### config.mk
export PLATFORM = sky130hd
export DESIGN_NAME = ble_packet_crc_whitener
export DESIGN_NICKNAME = d
export VERILOG_FILES = /design/src/design/bpcw_pkg.sv /design/src/design/bpcw_front.sv /design/src/design/bpcw_fifo.sv /design/src/design/bpcw_back.sv /design/src/design/ble_packet_crc_whitener.sv
export SDC_FILE = /design/constraint.sdc
export NUM_CORES = 1
export LEC_CHECK = 0
export BUFFER_PORTS_ARGS = -buffer_cell sky130_fd_sc_hd__buf_2
export CORE_MARGIN = 4
export CORE_UTILIZATION = 40
export DETAILED_ROUTE_END_ITERATION = 12
export HOLD_SLACK_MARGIN = 0.03
export PLACE_DENSITY = 0.53
export SLEW_MARGIN = 20
export SYNTH_ARGS = -nofsm -noshare
export SYNTH_HDL_FRONTEND = slang
export SYNTH_SLANG_ARGS = --single-unit
### constraint.sdc
create_clock -name i_clk -period 9.2 [get_ports i_clk]
set_input_delay 0.46 -clock i_clk [delete_from_list [all_inputs] [get_ports i_clk]]
set_output_delay 0.46 -clock i_clk [all_outputs]
set_load 0.05 [all_outputs]
### src/design/bpcw_pkg.sv
// Shared types, constants and bit-level helpers for the CRC-24 / whitening block.
// No dependencies.
package bpcw_pkg;

    localparam logic [23:0] CRC_POLY      = 24'hDA6000;
    localparam logic [6:0]  WHITEN_SET    = 7'h40;
    localparam logic [5:0]  CHANNEL_RST   = 6'd37;
    localparam logic [23:0] CRC_INIT_RST  = 24'hAAAAAA;
    localparam int          CFG_IDX_W     = 2;
    localparam int          CFG_DATA_W    = 24;

    typedef enum logic [CFG_IDX_W-1:0] {
        CFG_CHANNEL = 2'd0,
        CFG_CRC_INIT = 2'd1,
        CFG_REVERSE = 2'd2,
        CFG_WHITEN = 2'd3
    } t_cfg_idx;

    typedef enum logic [1:0] {
        BK_PAYLOAD = 2'd0,
        BK_CRC0    = 2'd1,
        BK_CRC1    = 2'd2,
        BK_CRC2    = 2'd3
    } t_back_state;

    typedef struct packed {
        logic [5:0]  channel_index;
        logic [23:0] crc_init;
        logic        reverse_enable;
        logic        whiten_enable;
    } t_cfg;

    typedef struct packed {
        logic                  we;
        t_cfg_idx              idx;
        logic [CFG_DATA_W-1:0] data;
    } t_cfg_wr;

    // One queued payload byte with everything the back end needs.
    typedef struct packed {
        logic [7:0]  data_byte;
        logic [7:0]  wbits;
        logic        frame_end;
        logic [23:0] crc;
        logic [6:0]  lfsr;
    } t_entry;

    typedef struct packed {
        logic [6:0] state;
        logic [7:0] bits;
    } t_whiten;

    function automatic logic [23:0] crc_step8(input logic [23:0] crc_in,
                                              input logic [7:0] d);
        logic [23:0] c;
        logic        t;
        c = crc_in;
        for (int i = 0; i < 8; i++) begin
            t = c[0];
            c = {1'b0, c[23:1]};
            if (t != d[i]) begin
                c = c ^ CRC_POLY;
            end
        end
        return c;
    endfunction

    function automatic t_whiten whiten_step8(input logic [6:0] w_in);
        t_whiten r;
        logic [6:0] w;
        logic       b;
        w = w_in;
        r.bits = 8'h00;
        for (int i = 0; i < 8; i++) begin
            b = w[0];
            r.bits[i] = b;
            w = {b, w[6:4], w[3] ^ b, w[2:1]};
        end
        r.state = w;
        return r;
    endfunction

    function automatic logic [7:0] encode(input logic [7:0] b, input logic [7:0] w,
                                          input logic wen, input logic ren);
        logic [7:0] x;
        logic [7:0] r;
        x = wen ? (b ^ w) : b;
        for (int i = 0; i < 8; i++) begin
            r[7-i] = x[i];
        end
        return ren ? r : x;
    endfunction

endpackage

### src/design/bpcw_front.sv
// Front end: takes PDU bytes; steps CRC, whitening one byte a cycle unless queue full.
// Depends on bpcw_pkg.
module bpcw_front (
    input  logic              i_clk,
    input  logic              i_rst_n,
    input  bpcw_pkg::t_cfg    i_cfg,
    input  bpcw_pkg::t_cfg_wr i_cfg_wr,
    input  logic              i_in_valid,
    input  logic [7:0]        i_data_byte,
    input  logic              i_frame_end,
    input  logic              i_q_full,
    output logic              o_push,
    output bpcw_pkg::t_entry  o_entry
);

    logic [23:0]       r_crc, n_crc;
    logic [6:0]        r_whiten, n_whiten;
    bpcw_pkg::t_whiten w_wh;
    logic [23:0]       w_crc_next;

    assign o_push     = i_in_valid && !i_q_full;
    assign w_crc_next = bpcw_pkg::crc_step8(r_crc, i_data_byte);
    assign w_wh       = bpcw_pkg::whiten_step8(r_whiten);

    always_comb begin
        o_entry.data_byte = i_data_byte;
        o_entry.wbits     = w_wh.bits;
        o_entry.frame_end = i_frame_end;
        o_entry.crc       = w_crc_next;
        o_entry.lfsr      = w_wh.state;
    end

    always_comb begin
        n_crc    = r_crc;
        n_whiten = r_whiten;
        if (o_push) begin
            if (i_frame_end) begin
                n_crc    = i_cfg.crc_init;
                n_whiten = bpcw_pkg::WHITEN_SET | {1'b0, i_cfg.channel_index};
            end else begin
                n_crc    = w_crc_next;
                n_whiten = w_wh.state;
            end
        end
        if (i_cfg_wr.we) begin
            case (i_cfg_wr.idx)
                bpcw_pkg::CFG_CHANNEL: begin
                    n_whiten = bpcw_pkg::WHITEN_SET | {1'b0, i_cfg_wr.data[5:0]};
                end
                bpcw_pkg::CFG_CRC_INIT: begin
                    n_crc = i_cfg_wr.data[23:0];
                end
                default: begin
                end
            endcase
        end
    end

    always_ff @(posedge i_clk) begin
        if (!i_rst_n) begin
            r_crc    <= bpcw_pkg::CRC_INIT_RST;
            r_whiten <= bpcw_pkg::WHITEN_SET | {1'b0, bpcw_pkg::CHANNEL_RST};
        end else begin
            r_crc    <= n_crc;
            r_whiten <= n_whiten;
        end
    end

endmodule

### src/design/bpcw_fifo.sv
// Short queue of pending byte transactions between front and back ends.
// Depends on bpcw_pkg.
module bpcw_fifo #(
    parameter int DEPTH = 4
) (
    input  logic             i_clk,
    input  logic             i_rst_n,
    input  logic             i_push,
    input  bpcw_pkg::t_entry i_entry,
    input  logic             i_pop,
    output logic             o_full,
    output logic             o_empty,
    output bpcw_pkg::t_entry o_head
);

    localparam int PTR_W = (DEPTH > 1) ? $clog2(DEPTH) : 1;
    localparam int CNT_W = $clog2(DEPTH + 1);
    localparam logic [PTR_W-1:0] PTR_LAST = PTR_W'(DEPTH - 1);
    localparam logic [CNT_W-1:0] CNT_FULL = CNT_W'(DEPTH);

    bpcw_pkg::t_entry r_mem [DEPTH];
    logic [PTR_W-1:0] r_wr_ptr, n_wr_ptr;
    logic [PTR_W-1:0] r_rd_ptr, n_rd_ptr;
    logic [CNT_W-1:0] r_count, n_count;
    logic             w_push, w_pop;

    assign o_full  = (r_count == CNT_FULL);
    assign o_empty = (r_count == '0);
    assign o_head  = r_mem[r_rd_ptr];
    assign w_push  = i_push && !o_full;
    assign w_pop   = i_pop && !o_empty;

    always_comb begin
        n_wr_ptr = r_wr_ptr;
        n_rd_ptr = r_rd_ptr;
        n_count  = r_count;
        if (w_push) begin
            n_wr_ptr = (r_wr_ptr == PTR_LAST) ? '0 : r_wr_ptr + PTR_W'(1);
        end
        if (w_pop) begin
            n_rd_ptr = (r_rd_ptr == PTR_LAST) ? '0 : r_rd_ptr + PTR_W'(1);
        end
        if (w_push && !w_pop) begin
            n_count = r_count + CNT_W'(1);
        end else if (w_pop && !w_push) begin
            n_count = r_count - CNT_W'(1);
        end
    end

    always_ff @(posedge i_clk) begin
        if (w_push) begin
            r_mem[r_wr_ptr] <= i_entry;
        end
    end

    always_ff @(posedge i_clk) begin
        if (!i_rst_n) begin
            r_wr_ptr <= '0;
            r_rd_ptr <= '0;
            r_count  <= '0;
        end else begin
            r_wr_ptr <= n_wr_ptr;
            r_rd_ptr <= n_rd_ptr;
            r_count  <= n_count;
        end
    end

endmodule

### src/design/bpcw_back.sv
// Back end: emits the payload byte and, at frame end, the three CRC bytes.
// Depends on bpcw_pkg; drives the output register.
module bpcw_back (
    input  logic             i_clk,
    input  logic             i_rst_n,
    input  bpcw_pkg::t_cfg   i_cfg,
    input  logic             i_q_empty,
    input  bpcw_pkg::t_entry i_head,
    output logic             o_pop,
    output logic             o_out_valid,
    input  logic             i_out_stall,
    output logic [7:0]       o_out_byte,
    output logic             o_is_crc,
    output logic             o_last_out
);

    bpcw_pkg::t_back_state r_state, n_state;
    logic [23:0]           r_crc, n_crc;
    logic [6:0]            r_lfsr, n_lfsr;
    logic                  r_out_valid, n_out_valid;
    logic [7:0]            r_out_byte, n_out_byte;
    logic                  r_is_crc, n_is_crc;
    logic                  r_last, n_last;
    logic                  w_load;
    logic                  w_emit;
    logic [7:0]            w_crc_byte;
    bpcw_pkg::t_whiten     w_wh;

    assign w_load = !r_out_valid || !i_out_stall;
    assign w_wh   = bpcw_pkg::whiten_step8(r_lfsr);

    always_comb begin
        n_state = r_state;
        case (r_state)
            bpcw_pkg::BK_PAYLOAD: begin
                if (w_load && !i_q_empty && i_head.frame_end) begin
                    n_state = bpcw_pkg::BK_CRC0;
                end
            end
            bpcw_pkg::BK_CRC0: if (w_load) n_state = bpcw_pkg::BK_CRC1;
            bpcw_pkg::BK_CRC1: if (w_load) n_state = bpcw_pkg::BK_CRC2;
            bpcw_pkg::BK_CRC2: if (w_load) n_state = bpcw_pkg::BK_PAYLOAD;
            default: n_state = bpcw_pkg::BK_PAYLOAD;
        endcase
    end

    always_comb begin
        o_pop      = 1'b0;
        w_emit     = 1'b1;
        w_crc_byte = r_crc[7:0];
        n_crc      = r_crc;
        n_lfsr     = r_lfsr;
        n_is_crc   = 1'b1;
        n_last     = 1'b0;
        case (r_state)
            bpcw_pkg::BK_PAYLOAD: begin
                w_emit   = !i_q_empty;
                o_pop    = w_load && !i_q_empty;
                n_is_crc = 1'b0;
                if (o_pop) begin
                    n_crc  = i_head.crc;
                    n_lfsr = i_head.lfsr;
                end
            end
            bpcw_pkg::BK_CRC0: w_crc_byte = r_crc[7:0];
            bpcw_pkg::BK_CRC1: w_crc_byte = r_crc[15:8];
            bpcw_pkg::BK_CRC2: begin
                w_crc_byte = r_crc[23:16];
                n_last     = 1'b1;
            end
            default: w_emit = 1'b0;
        endcase
        if (r_state == bpcw_pkg::BK_PAYLOAD) begin
            n_out_byte = bpcw_pkg::encode(i_head.data_byte, i_head.wbits,
                                          i_cfg.whiten_enable, i_cfg.reverse_enable);
        end else begin
            n_out_byte = bpcw_pkg::encode(w_crc_byte, w_wh.bits,
                                          i_cfg.whiten_enable, i_cfg.reverse_enable);
            if (w_load) begin
                n_lfsr = w_wh.state;
            end
        end
        n_out_valid = w_load ? w_emit : r_out_valid;
    end

    always_ff @(posedge i_clk) begin
        r_crc  <= n_crc;
        r_lfsr <= n_lfsr;
        if (w_load) begin
            r_out_byte <= n_out_byte;
            r_is_crc   <= n_is_crc;
            r_last     <= n_last;
        end
    end

    always_ff @(posedge i_clk) begin
        if (!i_rst_n) begin
            r_state     <= bpcw_pkg::BK_PAYLOAD;
            r_out_valid <= 1'b0;
        end else begin
            r_state     <= n_state;
            r_out_valid <= n_out_valid;
        end
    end

    assign o_out_valid = r_out_valid;
    assign o_out_byte  = r_out_byte;
    assign o_is_crc    = r_is_crc;
    assign o_last_out  = r_last;

endmodule

### src/design/ble_packet_crc_whitener.sv
// Top level: BLE link-layer CRC-24 and whitening; holds the configuration registers.
// Depends on bpcw_pkg, bpcw_front, bpcw_fifo, bpcw_back.
//
//   channel   direction  handshake                 payload
//   input     in         i_in_valid / o_in_stall   i_data_byte, i_frame_end
//   output    out        o_out_valid / i_out_stall o_out_byte, o_is_crc, o_last_out
//   config    in         i_cfg_we                  i_cfg_idx, i_cfg_data
//
// One byte a cycle is taken while the queue is not full; CRC and whitening advance eight
// bits per cycle in the front end. A byte with frame end yields four output transactions,
// so the back end lags; the queue absorbs it. Results pass through queue and output register.
// Synchronous active-low reset; the output register stalls independently of the input side.
module ble_packet_crc_whitener #(
    parameter int FIFO_DEPTH = 4
) (
    input  logic                            i_clk,
    input  logic                            i_rst_n,
    input  logic                            i_in_valid,
    output logic                            o_in_stall,
    input  logic [7:0]                      i_data_byte,
    input  logic                            i_frame_end,
    output logic                            o_out_valid,
    input  logic                            i_out_stall,
    output logic [7:0]                      o_out_byte,
    output logic                            o_is_crc,
    output logic                            o_last_out,
    input  logic                            i_cfg_we,
    input  logic [bpcw_pkg::CFG_IDX_W-1:0]  i_cfg_idx,
    input  logic [bpcw_pkg::CFG_DATA_W-1:0] i_cfg_data
);

    bpcw_pkg::t_cfg    r_cfg, n_cfg;
    bpcw_pkg::t_cfg_wr w_cfg_wr;
    bpcw_pkg::t_entry  w_entry, w_head;
    logic              w_push, w_pop, w_full, w_empty;

    assign w_cfg_wr.we   = i_cfg_we;
    assign w_cfg_wr.idx  = bpcw_pkg::t_cfg_idx'(i_cfg_idx);
    assign w_cfg_wr.data = i_cfg_data;

    always_comb begin
        n_cfg = r_cfg;
        if (w_cfg_wr.we) begin
            case (w_cfg_wr.idx)
                bpcw_pkg::CFG_CHANNEL:  n_cfg.channel_index  = i_cfg_data[5:0];
                bpcw_pkg::CFG_CRC_INIT: n_cfg.crc_init       = i_cfg_data[23:0];
                bpcw_pkg::CFG_REVERSE:  n_cfg.reverse_enable = i_cfg_data[0];
                bpcw_pkg::CFG_WHITEN:   n_cfg.whiten_enable  = i_cfg_data[0];
                default: begin
                end
            endcase
        end
    end

    always_ff @(posedge i_clk) begin
        if (!i_rst_n) begin
            r_cfg.channel_index  <= bpcw_pkg::CHANNEL_RST;
            r_cfg.crc_init       <= bpcw_pkg::CRC_INIT_RST;
            r_cfg.reverse_enable <= 1'b1;
            r_cfg.whiten_enable  <= 1'b1;
        end else begin
            r_cfg <= n_cfg;
        end
    end

    assign o_in_stall = w_full;

    bpcw_front u_front (
        .i_clk       (i_clk),
        .i_rst_n     (i_rst_n),
        .i_cfg       (r_cfg),
        .i_cfg_wr    (w_cfg_wr),
        .i_in_valid  (i_in_valid),
        .i_data_byte (i_data_byte),
        .i_frame_end (i_frame_end),
        .i_q_full    (w_full),
        .o_push      (w_push),
        .o_entry     (w_entry)
    );

    bpcw_fifo #(
        .DEPTH (FIFO_DEPTH)
    ) u_fifo (
        .i_clk   (i_clk),
        .i_rst_n (i_rst_n),
        .i_push  (w_push),
        .i_entry (w_entry),
        .i_pop   (w_pop),
        .o_full  (w_full),
        .o_empty (w_empty),
        .o_head  (w_head)
    );

    bpcw_back u_back (
        .i_clk       (i_clk),
        .i_rst_n     (i_rst_n),
        .i_cfg       (r_cfg),
        .i_q_empty   (w_empty),
        .i_head      (w_head),
        .o_pop       (w_pop),
        .o_out_valid (o_out_valid),
        .i_out_stall (i_out_stall),
        .o_out_byte  (o_out_byte),
        .o_is_crc    (o_is_crc),
        .o_last_out  (o_last_out)
    );

endmodule

==> key figures <==
Clock tree
  – Post-CTS sizing: 0
  – Clock H-tree levels: 1
  – CTS tree: yes
  – Clock Latency Late Sink: 550 ps
  – CTS Buffer Depth: 3
  – CTS Hold Buffers Added: 0
  – Root cell of the clock tree: clkbuf_16
  – Total CTS buffers: 31
  – Post-CTS Setup Inserts: 0
  – CTS sink count: 292
  – Clk slew on worst S/H paths: 60 ps

Synthesis
  – Cell Area, Synth: roughly 12000 µm²
  – Mapped Cells: 813
  – Most common cell in the netlist: edfxtp_1
  – Yosys reg bits: roughly 290
  – Top cells by count, synth: edfxtp_1 (210), nand2_1 (87), dfxtp_1 (82)
  – Post-synth EDFFs: 210
  – Yosys top cell by area: edfxtp_1
  – Synth Flop Type: edfxtp_1
  – Area contributors post-synth: edfxtp_1 (53%), dfxtp_1 (14%), mux4_2 (8.3%), nand2_1 (2.7%), mux2i_1 (2.5%)
  – Distinct cell type count after synthesis: 54
  – Post-synth top area share: between 50% and 60%
  – Synth warn: 0
  – Async set or reset register ratio after synthesis: 0%
  – Sequential share of the synthesized area: roughly two thirds
  – Syn_nets: 864
  – Avg Synthesized Cell Area: 14.71 µm²

Power
  – Max IR drop VDD: 140.6 µV
  – Leakage: 4.773 nW
  – Pwr Density: about 330 nW/µm²

Floorplanning
  – Die Span Y: 180.9 µm
  – Standard-cell row count: 63
  – Total die area: 32730 µm²
  – I/O pins: 52
  – Initial core utilization: 40.47%
  – Core box area: 29560 µm²
  – Die width: 180.9 µm

GRT
  – Initial antenna violation count: 0
  – Vias in the first global route: ~6700
  – Global-route wire length before repair: 41.09 mm
  – Largest net degree at the start of global routing: 46
  – GRT overflow: 0
  – GRT Total Usage: 16.08%

Run status
  – Status: finished, final reports clean

Timing
  – Slew margin rel.: between 30% and 40%
  – Max Slew Vio Count: 0
  – Fin crit share: 32.73%
  – Max Clock Freq: 332.1 MHz
  – Final min period: between 3000 and 4000 ps
  – RSZ-0062 raised after global routing: no
  – Final hold violations: 0
  – TNS Setup: 0 ps
  – Worst slew pin tran: 936.4 ps
  – Final setup fails: 0
  – Clk_skew: 10.32 ps

Critical path
  – Worst Setup Start Kind: flip-flop
  – Crit end category: flip-flop
  – FF-to-FF path depth: 12
  – CP Max Fanout: 26
  – Req. time, crit path: 9680 ps
  – Crit Path Class: reg -> reg
  – CP arrival: 3490 ps

Drt
  – Final WL: 26.55 mm
  – DR vias/cell: 5.279
  – Antenna Nets Post-Route: 0
  – DRC viols: 0
  – First drt pass iteration count: 5
  – DR vias: 6752
  – Drt wl/cell: 20.76 µm
  – Initial DRC Count: between 500 and 600

Hold path
  – Hold WC Path Type: in -> reg
  – Hold Path Depth: 3

Final layout
  – NumNets Final: between 900 and 1000
  – FILL cells: roughly 2700
  – Cell area after layout: roughly 14000 µm²
  – Ant diodes: 0
  – Area Overhead vs Synth: 13.93%
  – Share of cells above drive strength 1: around a fifth

Placed design
  – Post-DP Area: 12630 µm²
  – I/O Buffers: 51
  – Final HPWL DP: 17.33 mm
  – Final Wtd Congestion: 0.8141

Run
  – Number of max-cap violations: 0
state kept, by name, indices dropped and copies added (netlist names), named ones only:
name and cells:
u_front.r_whiten 7, u_front.r_crc 24, u_fifo.r_rd_ptr 2, u_back.r_lfsr 7, u_back.o_is_crc 1, u_back.r_state 2
u_fifo.r_wr_ptr 2, u_back.o_last_out 1, u_fifo.r_count 3, u_back.o_out_valid 1, u_fifo.r_mem 176, r_cfg 32
u_back.r_crc 24, u_back.o_out_byte 8
cells in the final DEF, fill, tap and decap left out, types with 10 or more instances in the layout:
cell type	count
edfxtp_1	210
nand2_1	87
dfxtp_1	80
a21oi_1	57
buf_2	51
mux4_2	44
clkbuf_16	31
mux2i_1	30
nor2_1	29
xnor2_1	29
o211ai_1	24
xor2_1	19
o21ai_0	18
inv_1	12
buf_4	12
ha_1	10
metrics by stage:
stage	hold WS [ps]	power [mW]	setup WS, ps	cells	utilization [%]
floorplan	417.3	2.905	5590	813	-
global placement	425.8	3.304	6145	1222	42.74
detailed placement	432.7	3.319	6108	1222	42.74
CTS	133.9	4.539	6178	1279	46.09
global route	165.0	4.736	5904	1279	46.10
finish	164.0	4.481	6189	1279	46.10
layer usage:
metal	vias to the layer above	global-route usage (%)	share of wire, %
li1	3193	-	-
met1	3343	25.37	50
met2	169	23.37	43
met3	47	2.637	5.0
met4	0	3.690	2.0
met5	-	0	0
layout make-up:
type | instances | area (µm²) | share of cell area (%)
repair buffers | 63 | 345.3 | 2.534
flip-flops and latches | 292 | 7953 | 58.35
clock inverters | 20 | 180.2 | 1.322
clock buffers | 37 | 808.3 | 5.931
inverters | 13 | 48.80 | 0.3581
well taps | 390 | 488.0 | 3.581
multi-input cells | 464 | 3805 | 27.92
critical path, cell delays in order (launching register included):
cell	delay, ps
dfxtp_1	340
inv_1	90
ha_1	630
inv_1	260
nor2_2	160
buf_4	330
inv_2	130
ha_1	240
inv_1	70
fa_1	170
xor2_1	70
or3_1	300
a21oi_1	130
path summary, 6_finish.rpt:
kind,from,endpoint,slack (ps)
setup / recovery,u_back.r_state[0],u_fifo.r_count[2],6190
hold / removal,i_cfg_data[18],r_cfg[20],160
setup reg to reg,u_back.r_state[0],u_fifo.r_count[2],6190
hold reg to reg,r_cfg[17],r_cfg[17],440
cell families after synthesis:
family,share of synthesized area (%)
DFF,66.44
and+or+nand+nor,6.004
AOI/OAI and AO/OA,8.295
muxes,11.36
buffers and inverters,1.851
xor gates and xnor gates,4.833
adders and majority gates,1.213
where the power goes:
part | leakage, nW | total [mW] | switching, mW | internal, mW
clock | 0.475 | 1.21 | 0.500 | 0.707
sequential | 2.62 | 1.96 | 0.162 | 1.80
combinational | 1.68 | 1.31 | 0.798 | 0.517
(Power assumes the default switching activity.)
